**src/rtl/core/tbc_pkg.sv**
```systemverilog
// ----------------------------------------------------------------------------
// tbc_pkg
// Shared types and constants of the timer bank with calendar cascade.
// ----------------------------------------------------------------------------
package tbc_pkg;

	localparam int NUM_SLOTS_DEF = 16;
	localparam int TICK_SLOT_DEF = 4;
	localparam int CNT_W = 16;

	localparam int FIRST_COUNTING = 4;
	localparam int CAL_SEC = 0;
	localparam int CAL_MIN = 1;
	localparam int CAL_HOUR = 2;
	localparam int CAL_DAY = 3;

	localparam logic [CNT_W-1:0] SEC_PER_MIN = 16'd60;
	localparam logic [CNT_W-1:0] MIN_PER_HOUR = 16'd60;
	localparam logic [CNT_W-1:0] HOUR_PER_DAY = 16'd24;
	localparam logic [CNT_W-1:0] TPS_RESET = 16'd1000;

	typedef enum logic [1:0] {
		SS_STOPPED = 2'd0,
		SS_RUNNING = 2'd1,
		SS_PAUSED  = 2'd2
	} slot_state_t;

	typedef enum logic [2:0] {
		CMD_TICK   = 3'd0,
		CMD_READ   = 3'd1,
		CMD_RESET  = 3'd2,
		CMD_START  = 3'd3,
		CMD_STOP   = 3'd4,
		CMD_PAUSE  = 3'd5,
		CMD_RESUME = 3'd6
	} cmd_t;

	typedef struct packed {
		slot_state_t      st;
		logic [CNT_W-1:0] cnt;
	} slot_word_t;

	typedef struct packed {
		logic             cin;
		logic             use_limit;
		logic [CNT_W-1:0] operand;
		logic [CNT_W-1:0] limit;
	} alu_req_t;

	typedef struct packed {
		logic             hit;
		logic [CNT_W-1:0] value;
	} alu_rsp_t;

	typedef enum logic [1:0] {
		ST_IDLE,
		ST_READ,
		ST_EXEC,
		ST_DONE
	} seq_state_t;

	typedef enum logic [2:0] {
		PH_LOOP,
		PH_TICKS,
		PH_SEC,
		PH_MIN,
		PH_HOUR,
		PH_DAY,
		PH_REPORT,
		PH_CMD
	} phase_t;

endpackage

```
**src/rtl/core/timer_bank_with_calendar_unit.sv**
```systemverilog
// ----------------------------------------------------------------------------
// timer_bank_with_calendar_unit
// Bank of 16-bit slot counters with tick walk and seconds/minutes/hours/days
// cascade, sharing one incrementer over a single-port slot store.
// ----------------------------------------------------------------------------
//  channel   direction  handshake            payload
//  in        input      in_valid/in_ready    command, timer_index
//  out       output     out_valid/out_ready  count_value, slot_state
//  cfg       APB        psel/penable/pready  paddr, pwdata, prdata
//
//  Tick: the slot walk visits slots 4 and up, then the cascade visits the tick
//  slot (skipped when TICK_SLOT lies outside the bank) and the calendar slots,
//  then report read and load, set by the one store port and one incrementer.
//  Other commands: read, modify-write, load; bad index: straight to the load.
//  Reset clears all slots to zero and stopped at once through valid bits.
//  A waiting result holds the sequencer in its last step; in_ready only in idle.
// ----------------------------------------------------------------------------
module timer_bank_with_calendar_unit
	import tbc_pkg::*;
#(
	parameter int NUM_SLOTS = NUM_SLOTS_DEF,
	parameter int TICK_SLOT = TICK_SLOT_DEF
) (
	input  logic        clk,
	input  logic        arst_n,
	input  logic        in_valid,
	output logic        in_ready,
	input  logic [2:0]  command,
	input  logic [3:0]  timer_index,
	output logic        out_valid,
	input  logic        out_ready,
	output logic [15:0] count_value,
	output logic [1:0]  slot_state,
	input  logic        psel,
	input  logic        penable,
	input  logic        pwrite,
	input  logic [2:0]  paddr,
	input  logic [31:0] pwdata,
	output logic [31:0] prdata,
	output logic        pready
);

	localparam int AW = $clog2(NUM_SLOTS);

	logic [CNT_W-1:0] tps;
	logic             mem_rd_en;
	logic             mem_wr_en;
	logic [AW-1:0]    mem_addr;
	slot_word_t       mem_wr_data;
	slot_word_t       mem_rd_data;
	alu_req_t         alu_req;
	alu_rsp_t         alu_rsp;

	tbc_cfg u_cfg (
		.clk     (clk),
		.arst_n  (arst_n),
		.psel    (psel),
		.penable (penable),
		.pwrite  (pwrite),
		.paddr   (paddr),
		.pwdata  (pwdata),
		.prdata  (prdata),
		.pready  (pready),
		.tps     (tps)
	);

	tbc_alu u_alu (
		.req (alu_req),
		.rsp (alu_rsp)
	);

	tbc_slot_mem #(
		.NUM_SLOTS (NUM_SLOTS),
		.AW        (AW)
	) u_mem (
		.clk     (clk),
		.arst_n  (arst_n),
		.rd_en   (mem_rd_en),
		.wr_en   (mem_wr_en),
		.addr    (mem_addr),
		.wr_data (mem_wr_data),
		.rd_data (mem_rd_data)
	);

	tbc_seq #(
		.NUM_SLOTS (NUM_SLOTS),
		.TICK_SLOT (TICK_SLOT),
		.AW        (AW)
	) u_seq (
		.clk         (clk),
		.arst_n      (arst_n),
		.in_valid    (in_valid),
		.in_ready    (in_ready),
		.command     (command),
		.timer_index (timer_index),
		.out_valid   (out_valid),
		.out_ready   (out_ready),
		.count_value (count_value),
		.slot_state  (slot_state),
		.tps         (tps),
		.mem_rd_en   (mem_rd_en),
		.mem_wr_en   (mem_wr_en),
		.mem_addr    (mem_addr),
		.mem_wr_data (mem_wr_data),
		.mem_rd_data (mem_rd_data),
		.alu_req     (alu_req),
		.alu_rsp     (alu_rsp)
	);

endmodule

```
**src/rtl/core/tbc_cfg.sv**
```systemverilog
// ----------------------------------------------------------------------------
// tbc_cfg
// APB register file holding ticks_per_second.
// ----------------------------------------------------------------------------
module tbc_cfg
	import tbc_pkg::*;
(
	input  logic             clk,
	input  logic             arst_n,
	input  logic             psel,
	input  logic             penable,
	input  logic             pwrite,
	input  logic [2:0]       paddr,
	input  logic [31:0]      pwdata,
	output logic [31:0]      prdata,
	output logic             pready,
	output logic [CNT_W-1:0] tps
);

	localparam logic REG_TPS = 1'b0;

	logic [CNT_W-1:0] tps_q;

	always_ff @(posedge clk or negedge arst_n) begin
		if (!arst_n) begin
			tps_q <= TPS_RESET;
		end else if (psel && penable && pwrite && paddr[2] == REG_TPS) begin
			tps_q <= pwdata[CNT_W-1:0];
		end
	end

	assign prdata = (paddr[2] == REG_TPS) ? {{(32-CNT_W){1'b0}}, tps_q} : 32'd0;
	assign pready = 1'b1;
	assign tps = tps_q;

endmodule

```
**src/rtl/core/tbc_alu.sv**
```systemverilog
// ----------------------------------------------------------------------------
// tbc_alu
// Shared increment and limit compare used for the tick walk and cascade visits.
// ----------------------------------------------------------------------------
module tbc_alu
	import tbc_pkg::*;
(
	input  alu_req_t req,
	output alu_rsp_t rsp
);

	logic [CNT_W-1:0] sum;

	assign sum = req.operand + {{(CNT_W-1){1'b0}}, req.cin};
	assign rsp.hit = req.use_limit && (sum == req.limit);
	assign rsp.value = rsp.hit ? '0 : sum;

endmodule

```
**src/rtl/core/tbc_slot_mem.sv**
```systemverilog
// ----------------------------------------------------------------------------
// tbc_slot_mem
// Slot store: counter and run state per slot, with per-entry valid bits.
// ----------------------------------------------------------------------------
module tbc_slot_mem
	import tbc_pkg::*;
#(
	parameter int NUM_SLOTS = NUM_SLOTS_DEF,
	parameter int AW = $clog2(NUM_SLOTS)
) (
	input  logic       clk,
	input  logic       arst_n,
	input  logic       rd_en,
	input  logic       wr_en,
	input  logic [AW-1:0] addr,
	input  slot_word_t wr_data,
	output slot_word_t rd_data
);

	slot_word_t             mem_q [NUM_SLOTS];
	logic [NUM_SLOTS-1:0]   vld_q;
	slot_word_t             rd_q;
	logic                   rd_vld_q;

	always_ff @(posedge clk or negedge arst_n) begin
		if (!arst_n) begin
			vld_q <= '0;
			rd_vld_q <= 1'b0;
		end else begin
			if (wr_en) begin
				vld_q[addr] <= 1'b1;
			end
			if (rd_en) begin
				rd_vld_q <= vld_q[addr];
			end
		end
	end

	always_ff @(posedge clk) begin
		if (wr_en) begin
			mem_q[addr] <= wr_data;
		end
		if (rd_en) begin
			rd_q <= mem_q[addr];
		end
	end

	assign rd_data = rd_vld_q ? rd_q : '0;

endmodule

```
**src/rtl/core/tbc_seq.sv**
```systemverilog
// ----------------------------------------------------------------------------
// tbc_seq
// Command sequencer: walks the slots, runs the calendar cascade, reports.
// ----------------------------------------------------------------------------
module tbc_seq
	import tbc_pkg::*;
#(
	parameter int NUM_SLOTS = NUM_SLOTS_DEF,
	parameter int TICK_SLOT = TICK_SLOT_DEF,
	parameter int AW = $clog2(NUM_SLOTS)
) (
	input  logic             clk,
	input  logic             arst_n,
	input  logic             in_valid,
	output logic             in_ready,
	input  logic [2:0]       command,
	input  logic [3:0]       timer_index,
	output logic             out_valid,
	input  logic             out_ready,
	output logic [CNT_W-1:0] count_value,
	output logic [1:0]       slot_state,
	input  logic [CNT_W-1:0] tps,
	output logic             mem_rd_en,
	output logic             mem_wr_en,
	output logic [AW-1:0]    mem_addr,
	output slot_word_t       mem_wr_data,
	input  slot_word_t       mem_rd_data,
	output alu_req_t         alu_req,
	input  alu_rsp_t         alu_rsp
);

	localparam bit TICK_IN = TICK_SLOT < NUM_SLOTS;

	seq_state_t       st_q, st_d;
	phase_t           ph_q, ph_d;
	logic [AW-1:0]    addr_q, addr_d;
	logic             carry_q, carry_d;
	cmd_t             cmd_q, cmd_d;
	logic [3:0]       idx_q, idx_d;
	slot_word_t       res_q, res_d;
	logic             load;
	logic             out_valid_q;
	logic [CNT_W-1:0] count_q;
	logic [1:0]       state_q;
	logic             idx_ok_in;
	logic             idx_ok;
	slot_word_t       w;

	assign idx_ok_in = 32'(timer_index) < 32'(NUM_SLOTS);
	assign idx_ok = 32'(idx_q) < 32'(NUM_SLOTS);

	always_ff @(posedge clk or negedge arst_n) begin
		if (!arst_n) begin
			st_q <= ST_IDLE;
			ph_q <= PH_LOOP;
			addr_q <= '0;
			carry_q <= 1'b0;
			out_valid_q <= 1'b0;
		end else begin
			st_q <= st_d;
			ph_q <= ph_d;
			addr_q <= addr_d;
			carry_q <= carry_d;
			if (load) begin
				out_valid_q <= 1'b1;
			end else if (out_ready) begin
				out_valid_q <= 1'b0;
			end
		end
	end

	always_ff @(posedge clk) begin
		cmd_q <= cmd_d;
		idx_q <= idx_d;
		res_q <= res_d;
		if (load) begin
			count_q <= res_q.cnt;
			state_q <= res_q.st;
		end
	end

	always_comb begin
		st_d = st_q;
		ph_d = ph_q;
		addr_d = addr_q;
		carry_d = carry_q;
		cmd_d = cmd_q;
		idx_d = idx_q;
		res_d = res_q;
		load = 1'b0;
		mem_rd_en = 1'b0;
		mem_wr_en = 1'b0;
		mem_wr_data = mem_rd_data;
		alu_req = '0;
		alu_req.operand = mem_rd_data.cnt;
		w = mem_rd_data;
		unique case (st_q)
			ST_IDLE: begin
				if (in_valid) begin
					cmd_d = cmd_t'(command);
					idx_d = timer_index;
					if (cmd_t'(command) == CMD_TICK) begin
						ph_d = PH_LOOP;
						addr_d = AW'(FIRST_COUNTING);
						st_d = ST_READ;
					end else if (idx_ok_in) begin
						ph_d = PH_CMD;
						addr_d = AW'(timer_index);
						st_d = ST_READ;
					end else begin
						res_d = '0;
						st_d = ST_DONE;
					end
				end
			end
			ST_READ: begin
				mem_rd_en = 1'b1;
				st_d = ST_EXEC;
			end
			ST_EXEC: begin
				st_d = ST_READ;
				unique case (ph_q)
					PH_LOOP: begin
						alu_req.cin = mem_rd_data.st == SS_RUNNING;
						mem_wr_en = alu_req.cin;
						mem_wr_data.cnt = alu_rsp.value;
						carry_d = 1'b0;
						if (addr_q == AW'(NUM_SLOTS - 1)) begin
							if (TICK_IN) begin
								ph_d = PH_TICKS;
								addr_d = AW'(TICK_SLOT);
							end else begin
								ph_d = PH_SEC;
								addr_d = AW'(CAL_SEC);
							end
						end else begin
							addr_d = addr_q + 1'b1;
						end
					end
					PH_TICKS: begin
						alu_req.use_limit = 1'b1;
						alu_req.limit = tps;
						mem_wr_en = alu_rsp.hit;
						mem_wr_data.cnt = alu_rsp.value;
						carry_d = alu_rsp.hit;
						ph_d = PH_SEC;
						addr_d = AW'(CAL_SEC);
					end
					PH_SEC, PH_MIN, PH_HOUR: begin
						alu_req.cin = carry_q;
						alu_req.use_limit = 1'b1;
						if (ph_q == PH_SEC) begin
							alu_req.limit = SEC_PER_MIN;
							ph_d = PH_MIN;
							addr_d = AW'(CAL_MIN);
						end else if (ph_q == PH_MIN) begin
							alu_req.limit = MIN_PER_HOUR;
							ph_d = PH_HOUR;
							addr_d = AW'(CAL_HOUR);
						end else begin
							alu_req.limit = HOUR_PER_DAY;
							ph_d = PH_DAY;
							addr_d = AW'(CAL_DAY);
						end
						mem_wr_en = carry_q || alu_rsp.hit;
						mem_wr_data.cnt = alu_rsp.value;
						carry_d = alu_rsp.hit;
					end
					PH_DAY: begin
						alu_req.cin = carry_q;
						mem_wr_en = carry_q;
						mem_wr_data.cnt = alu_rsp.value;
						carry_d = 1'b0;
						if (idx_ok) begin
							ph_d = PH_REPORT;
							addr_d = AW'(idx_q);
						end else begin
							res_d = '0;
							st_d = ST_DONE;
						end
					end
					PH_REPORT: begin
						res_d = mem_rd_data;
						st_d = ST_DONE;
					end
					PH_CMD: begin
						unique case (cmd_q)
							CMD_RESET: begin
								w.cnt = '0;
							end
							CMD_START: begin
								if (mem_rd_data.st == SS_STOPPED) begin
									w.cnt = '0;
									w.st = SS_RUNNING;
								end
							end
							CMD_STOP: begin
								w.st = SS_STOPPED;
							end
							CMD_PAUSE: begin
								if (mem_rd_data.st == SS_RUNNING) begin
									w.st = SS_PAUSED;
								end
							end
							CMD_RESUME: begin
								if (mem_rd_data.st == SS_PAUSED) begin
									w.st = SS_RUNNING;
								end
							end
							default: begin
							end
						endcase
						mem_wr_en = 1'b1;
						mem_wr_data = w;
						res_d = w;
						st_d = ST_DONE;
					end
					default: begin
						st_d = ST_IDLE;
					end
				endcase
			end
			ST_DONE: begin
				if (!out_valid_q || out_ready) begin
					load = 1'b1;
					st_d = ST_IDLE;
				end
			end
			default: begin
				st_d = ST_IDLE;
			end
		endcase
	end

	assign in_ready = st_q == ST_IDLE;
	assign mem_addr = addr_q;
	assign out_valid = out_valid_q;
	assign count_value = count_q;
	assign slot_state = state_q;

	a_accept_leaves_idle: assert property (@(posedge clk) disable iff (!arst_n)
		in_valid && in_ready |=> st_q != ST_IDLE)
		else $error("sequencer stayed idle after accepting a word");

	a_write_in_exec: assert property (@(posedge clk) disable iff (!arst_n)
		mem_wr_en |-> st_q == ST_EXEC && !mem_rd_en)
		else $error("slot write outside execute step");

	a_result_from_done: assert property (@(posedge clk) disable iff (!arst_n)
		$rose(out_valid_q) |-> $past(st_q) == ST_DONE)
		else $error("result loaded outside done step");

	a_loop_range: assert property (@(posedge clk) disable iff (!arst_n)
		st_q == ST_EXEC && ph_q == PH_LOOP |-> 32'(addr_q) >= FIRST_COUNTING)
		else $error("tick walk visited a calendar slot");

endmodule

```
**config.mk**
```make
export PLATFORM = sky130hd
export DESIGN_NAME = timer_bank_with_calendar_unit
export DESIGN_NICKNAME = d
export VERILOG_FILES = /design/src/rtl/core/tbc_pkg.sv /design/src/rtl/core/timer_bank_with_calendar_unit.sv /design/src/rtl/core/tbc_cfg.sv /design/src/rtl/core/tbc_alu.sv /design/src/rtl/core/tbc_slot_mem.sv /design/src/rtl/core/tbc_seq.sv
export SDC_FILE = /design/constraint.sdc
export NUM_CORES = 1
export LEC_CHECK = 0
export BUFFER_PORTS_ARGS = -buffer_cell sky130_fd_sc_hd__buf_4
export CORE_AREA = 2 2 177 179
export CTS_CLUSTER_SIZE = 28
export DETAILED_ROUTE_END_ITERATION = 12
export DIE_AREA = 0 0 179 181
export HOLD_SLACK_MARGIN = 0.12
export PLACE_DENSITY = 0.76
export SLEW_MARGIN = 20
export SYNTH_ARGS = -nofsm -noshare
export SYNTH_HDL_FRONTEND = slang
export SYNTH_SLANG_ARGS = --single-unit
```
**constraint.sdc**
```tcl
create_clock -name clk -period 4.7 [get_ports clk]
set_input_delay 0.94 -clock clk [delete_from_list [all_inputs] [get_ports clk]]
set_output_delay 0.94 -clock clk [all_outputs]
set_load 0.01 [all_outputs]
```
# == Word level (Yosys, flattened, before mapping) ==
# Memories as Yosys holds them, arrays and structs flattened. A register that Yosys moved wholly into a read port is not among the register bits.
# Index checks and enable logic that the tools add are counted.
# word_totals
regBits,87
ramBits,288
output_inout_bits,53
mem_count,1
wordCells,123
input_bits,49
# mem_list
name,words,word_bits,read_ports,rd_ports_with_merged_regs,wr,line_no,rtl
u_mem.mem_q,16,18,1,1,1,tbc_slot_mem.sv:20,slot_word_t mem_q [NUM_SLOTS];
# op_classes
bitwise_logic,2
n_addsub,2
eq_ne,23
reduce_logical,28
muxes,51
order_cmp,2
# op_table
operator,count
16-bit case mux with 2 select lines,3
16-bit two-way mux,4
18-bit two-way mux,3
18-bit case mux with 2 select lines,1
3-bit == test (second input constant),7
16-bit by 1-bit adder with 16-bit output,1
16-bit == test,1
2-bit two-way mux,8
16-bit bitwise OR,1
2-bit case mux with 4 select lines,2
4-bit case mux with 4 select lines,1
1-bit two-way mux,13
3-bit by 2-bit == test with 1-bit output (second input constant),4
3-bit two-way mux,4
4-bit two-way mux,3
3-bit case mux with 4 select lines,1
4-bit case mux with 2 select lines,1
2-bit AND reduction,4
2-bit nonzero test,4
4-bit OR reduction,2
2-bit == test (second input constant),3
3-bit logical NOT,2
6-bit two-way mux,1
3-bit case mux with 2 select lines,1
24 further kinds,33

# == Depth between registers and ports, before layout ==
# logic_depth
ltp_word,12
ltp_mapped,19
mapped_depth_nobuf,15

# == Modules after synthesis ==
# Synthesis repeated with hierarchy kept, for this count alone.
# unflattened
hier_cells,965
area_unflattened_um2,16917.5
# modules_own_cells
module,area_per_inst_um2,cells_per_inst,seq_area_each_um2,n_inst
tbc_slot_mem,12256.8,509,9614.2,1
tbc_seq,2797.7,261,1566.5,1
tbc_alu,955.9,125,0.0,1
tbc_cfg,907.1,70,407.9,1

# == Least setup slack after synthesis ==
# OpenSTA, ideal clock, no wires.
# synth_path
kind,register to register
startpoint,reg u_mem.rd_vld_q
endpoint,mem u_mem.mem_q[12][0] (netlist bit) (enable)
setup_ns,0.376
stages_incl_launch_ff,19
required_time_ns,4.324
synth_period_minus_slack_ns,4.824
setup_slack_ns,-0.124
arrival_time_ns,4.448
path_cell_list,dfrtp_1 -> buf_2 -> clkbuf_1 -> nand2_1 -> nor4_1 -> a21oi_1 -> nor2_1 -> a31oi_1 -> nor2_1 -> ha_1 -> nand4_1 -> or4_4 -> xnor3_1 -> nand2_1 -> nor4_4 -> o2111ai_4 -> a221oi_4 -> buf_6 -> and3_1
# synth_via
elab_chain_len,12
# synth_rtl
element,line_no,rtl
start: declaration,tbc_slot_mem.sv:23,logic rd_vld_q;
start signal: assignment,tbc_slot_mem.sv:34,rd_vld_q <= vld_q[addr];
18-bit two-way mux (*),tbc_slot_mem.sv:48,assign rd_data = rd_vld_q ? rd_q : '0;
2-bit by 1-bit == test with 1-bit output,tbc_seq.sv:124,alu_req.cin = mem_rd_data.st == SS_RUNNING;
1-bit case mux with 2 select lines,tbc_seq.sv:122,unique case (ph_q)
2-bit two-way mux,tbc_seq.sv:97,unique case (st_q)
16-bit by 1-bit adder with 16-bit output,tbc_alu.sv:14,"assign sum = req.operand + {{(CNT_W-1){1'b0}}, req.cin};"
16-bit == test,tbc_alu.sv:15,assign rsp.hit = req.use_limit && (sum == req.limit);
1-bit logical AND,tbc_alu.sv:15,
1-bit logical OR,tbc_seq.sv:165,mem_wr_en = carry_q || alu_rsp.hit;
1-bit case mux with 5 select lines (*),tbc_seq.sv:122,
1-bit two-way mux (*),tbc_seq.sv:97,
1-bit two-way mux (*),tbc_slot_mem.sv:40,if (wr_en) begin
1-bit two-way mux (not written as such) (*),tbc_slot_mem.sv:41,mem_q[addr] <= wr_data;
end: declaration,tbc_slot_mem.sv:20,
# Every way passes the cells marked *; elsewhere a longest branch is shown, timed or not.

# == Final worst setup path ==
# layout_path
startpoint,reg u_mem.rd_q[17] (netlist name)
endpoint,mem u_mem.mem_q[9][14] (netlist bit) (enable)
# layout_via
elab_chain_len,12
# layout_rtl
element,line_no
18-bit two-way mux (*),tbc_slot_mem.sv:48
2-bit by 1-bit == test with 1-bit output (*),tbc_seq.sv:124
1-bit case mux with 2 select lines,tbc_seq.sv:122
2-bit two-way mux,tbc_seq.sv:97
16-bit by 1-bit adder with 16-bit output,tbc_alu.sv:14
16-bit == test,tbc_alu.sv:15
1-bit logical AND,tbc_alu.sv:15
1-bit logical OR,tbc_seq.sv:165
1-bit case mux with 5 select lines (*),tbc_seq.sv:122
1-bit two-way mux (*),tbc_seq.sv:97
1-bit two-way mux (*),tbc_slot_mem.sv:40
1-bit two-way mux (not written as such) (*),tbc_slot_mem.sv:41
# Marks and branches as above.

==> run summary <==
Setup crit start kind - register
Avg Inst Size Synth - 17.4 um^2
TritonCTS clock tree - done
via count - 9392
Layout area overhead - 17.3%
Net Sw Frac - 0.310
FF-to-FF setup slack - 170 ps
final-report setup violation count - 0
commonest non-fill, non-tap cell in the layout - edfxtp_1
I/O Buffers - 66
Starting DRT DRC Count - 954
Synth Register Bits - 393
main area contributors after synthesis - edfxtp_1 (63%), mux4_2 (13%), dfrtp_1 (5.7%), mux2_2 (1.2%), nand2_1 (1.1%)
Max rail drop VDD - 0.000340 V
Final Core Density - 0.642
kind of critical path - register to register
Max Slew Vio Count - 0
R2R Path Start - u_mem.rd_q[17]$_DFFE_PN_
Row Count - 64
gp weighted congestion - 0.912
WL/cell - 24.7 um
Period minus WS final - 4530 ps
Final ANT Viol Nets - 0
library cells used by synthesis - 69
fill count - 2016
slowest cell delay on critical path - 430 ps
Placed Area - 17900 um^2
Post-synth EDFFs - 349
# IOs - 102
initial antenna violation count - 0
Worst Tran Pin Value - 1030 ps
Net count, final - 1129
sequential power share - 0.425
Clock transition at path regs - 60 ps
non-filler cells in the finished layout - 1502
crit share post-route - 0.965
Die Ht - 181 um
Synth Flop Type - edfxtp_1
ANT cells - 0
register area share after synthesis - 0.698
Pint - 8.15 mW
commonest cells after routing, fill and taps aside - edfxtp_1 (349), buf_4 (111), mux4_2 (95), nand2_1 (50), nor2_1 (46)
P per Cell Area - 606 nW/um^2
worst-skew pair later-pin latency - 530 ps
Worst EP arrival - 4760 ps
post-DP HPWL - 22300 um
Die Wd - 179 um
placed cells - 1421
Worst path slowest cell - edfxtp_1
Synth area leader - edfxtp_1
Die ar. - 32400 um^2
cells after synthesis - 954
worst path required time - 4930 ps
P_sw - 3.66 mW
Leak - 6.79 nW
Yosys top cell area share - 0.631
share of cells above drive strength 1 - 0.318
CTS sink cnt - 393
grt ovf - 0
first-pass detailed-route iteration total - 5
Clock Power Share - 0.286
CP max FO - 18
Worst Skew - 13.9 ps
MaxCap Viol Count - 0
power share of the combinational group - 0.289
highest clock rate - 221 MHz
Root Driver - clkbuf_16
Post-Syn Area - 16600 um^2
CP most frequent cell - nor4_2
Worst Hold Class - input port to async pin
relative slew slack - 0.313
pin count of the biggest net entering global routing - 62
Final Hold Fails - 0
DR DRC count - 0
Initial Utilization - 0.547
CP endpoint kind - register
gr usage total - 0.231
Synth warnings - 0
status - finished, final reports clean
Core ar. - 30300 um^2
clock tree buffer depth - 3
post-route design area - 19500 um^2
total CTS buffers - 41
Reg-to-Reg End - u_mem.mem_q[9][14]$_DFFE_PP_
CP cell instances - nor4_2, a21oi_1, nor2_1, a31oi_1, nor2_2, ha_2, nand4_1, buf_4, nor4_2, xor2_1, o2111ai_1, o211ai_1, o2111ai_4, a221oi_4, buf_12, and3_2, buf_6
vias per cell - 6.25
htree depth - 2
R2R cell count - 17
ys async rst share - 0.112
vias in the first global route - 9191
Detailed Route WL - 37000 um
first-pass GRT wire length - 55600 um
-- cell usage after synthesis (all sizes together) (5+ instances only) --
cell type and instances:
buf 34, a31o 15, o21ai 29, ha 6, a21oi 13, nand2b 5, mux4 95, inv 8
nor3 14, xnor2 7, edfxtp 349, mux2 18, nor2b 22, dfstp 6, a31oi 10, dfrtp 38
nand4 6, nand3 24, xor2 7, nand2 50, o211ai 7, and3 25, clkbuf 37, nor2 47
nor4 8, and2 7
-- cell type report --
type / count / area [um^2] / share of cell area
Clock buffer: 49 / 1070 / 0.0547
Clock inverter: 26 / 343 / 0.0176
Inverter: 9 / 33.8 / 0.00173
Multi-Input combinational cell: 497 / 4760 / 0.244
Sequential cell: 393 / 11600 / 0.595
Tap cell: 396 / 495 / 0.0254
Timing Repair Buffer: 132 / 1190 / 0.0612
-- state kept, by name, indices dropped and copies added (netlist names) --
| name | count |
|---|---|
| u_mem.mem_q | 288 |
| u_mem.rd_q | 18 |
| u_seq.res_q | 18 |
| u_cfg.tps | 16 |
| u_mem.vld_q | 16 |
| u_seq.count_value | 16 |
| u_seq.idx_q | 4 |
| u_seq.mem_addr | 4 |
| u_seq.cmd_q | 3 |
| u_seq.ph_q | 3 |
| u_seq.slot_state | 2 |
| u_seq.st_q | 2 |
| u_mem.rd_vld_q | 1 |
| u_seq.carry_q | 1 |
| u_seq.out_valid | 1 |
-- per-stage QoR --
step           setup TNS (ps)  power (mW)  hold slack [ps]  worst slack (ps)
2_1_floorplan               0        7.21              400              69.4
3_3_place_gp                0        8.26              403              11.8
3_5_place_dp           -27180        8.37              405              -124
4_1_cts                     0        11.8              418              23.1
5_1_grt                  -235        12.3              434             -22.3
6_report                    0        11.8              405               166
-- worst max-delay path, delay by kind of cell (launching register included) --
kind,cells,cell delay [ps]
AO/OA/AOI/OAI,6,1290
XOR/XNOR,1,360
adder cells (fa/ha/maj),1,240
buffers and inverters,3,600
flip-flops,1,430
AND/OR/NAND/NOR,6,1300
-- cells by family after synthesis --
family | Yosys count | share of synthesized area
AND/OR/NAND/NOR | 230 | 0.0728
AO/OA/AOI/OAI | 110 | 0.0473
adder cells (fa/ha/maj) | 6 | 0.00452
flip-flops | 393 | 0.698
buffers and inverters | 80 | 0.0235
XOR/XNOR | 16 | 0.0101
multiplexers | 117 | 0.143
other | 2 | 0.000452
-- routing by layer --
layer,vias to the layer above,GRT usage,share of wire
met4,0,0.0654,0.028
met5,-,0,0
met1,4807,0.315,0.39
li1,4046,-,-
met3,73,0.0385,0.075
met2,466,0.388,0.50
-- power by group through the flow --
stage	combinational, mW	clock, mW	sequential (mW)
2_1_floorplan	2.44	0	4.77
3_3_place_gp	3.20	0	5.06
3_5_place_dp	3.28	0	5.09
4_1_cts	3.34	3.44	5.02
5_1_grt	3.65	3.59	5.08
6_report	3.41	3.38	5.02
-- worst max path at each step --
stage	end	startpoint	depth (start not counted)
finish	u_mem.mem_q[9][14]$_DFFE_PP_	u_mem.rd_q[17]$_DFFE_PN_	17
global route	u_mem.mem_q[10][11]$_DFFE_PP_	u_mem.rd_q[17]$_DFFE_PN_	17
CTS	u_mem.mem_q[15][12]$_DFFE_PP_	u_mem.rd_q[17]$_DFFE_PN_	15
detailed placement	u_mem.mem_q[8][13]$_DFFE_PP_	u_mem.rd_q[17]$_DFFE_PN_	15
global placement	u_mem.mem_q[11][13]$_DFFE_PP_	u_mem.rd_q[17]$_DFFE_PN_	15
floorplan	u_mem.mem_q[12][0]$_DFFE_PP_	u_mem.rd_vld_q$_DFFE_PN0N_	18
-- repair_timing --
item                                    4_1_cts  5_1_grt
buffers inserted                              1        3
cloned                                        0        1
endpoints found under the setup margin      304      332
hold buffers                                  0        0
endpoints found under the hold margin         0        0
pin swaps                                     1        3
gates resized for setup                       1       13
Power figures use the tool's default switching activity.
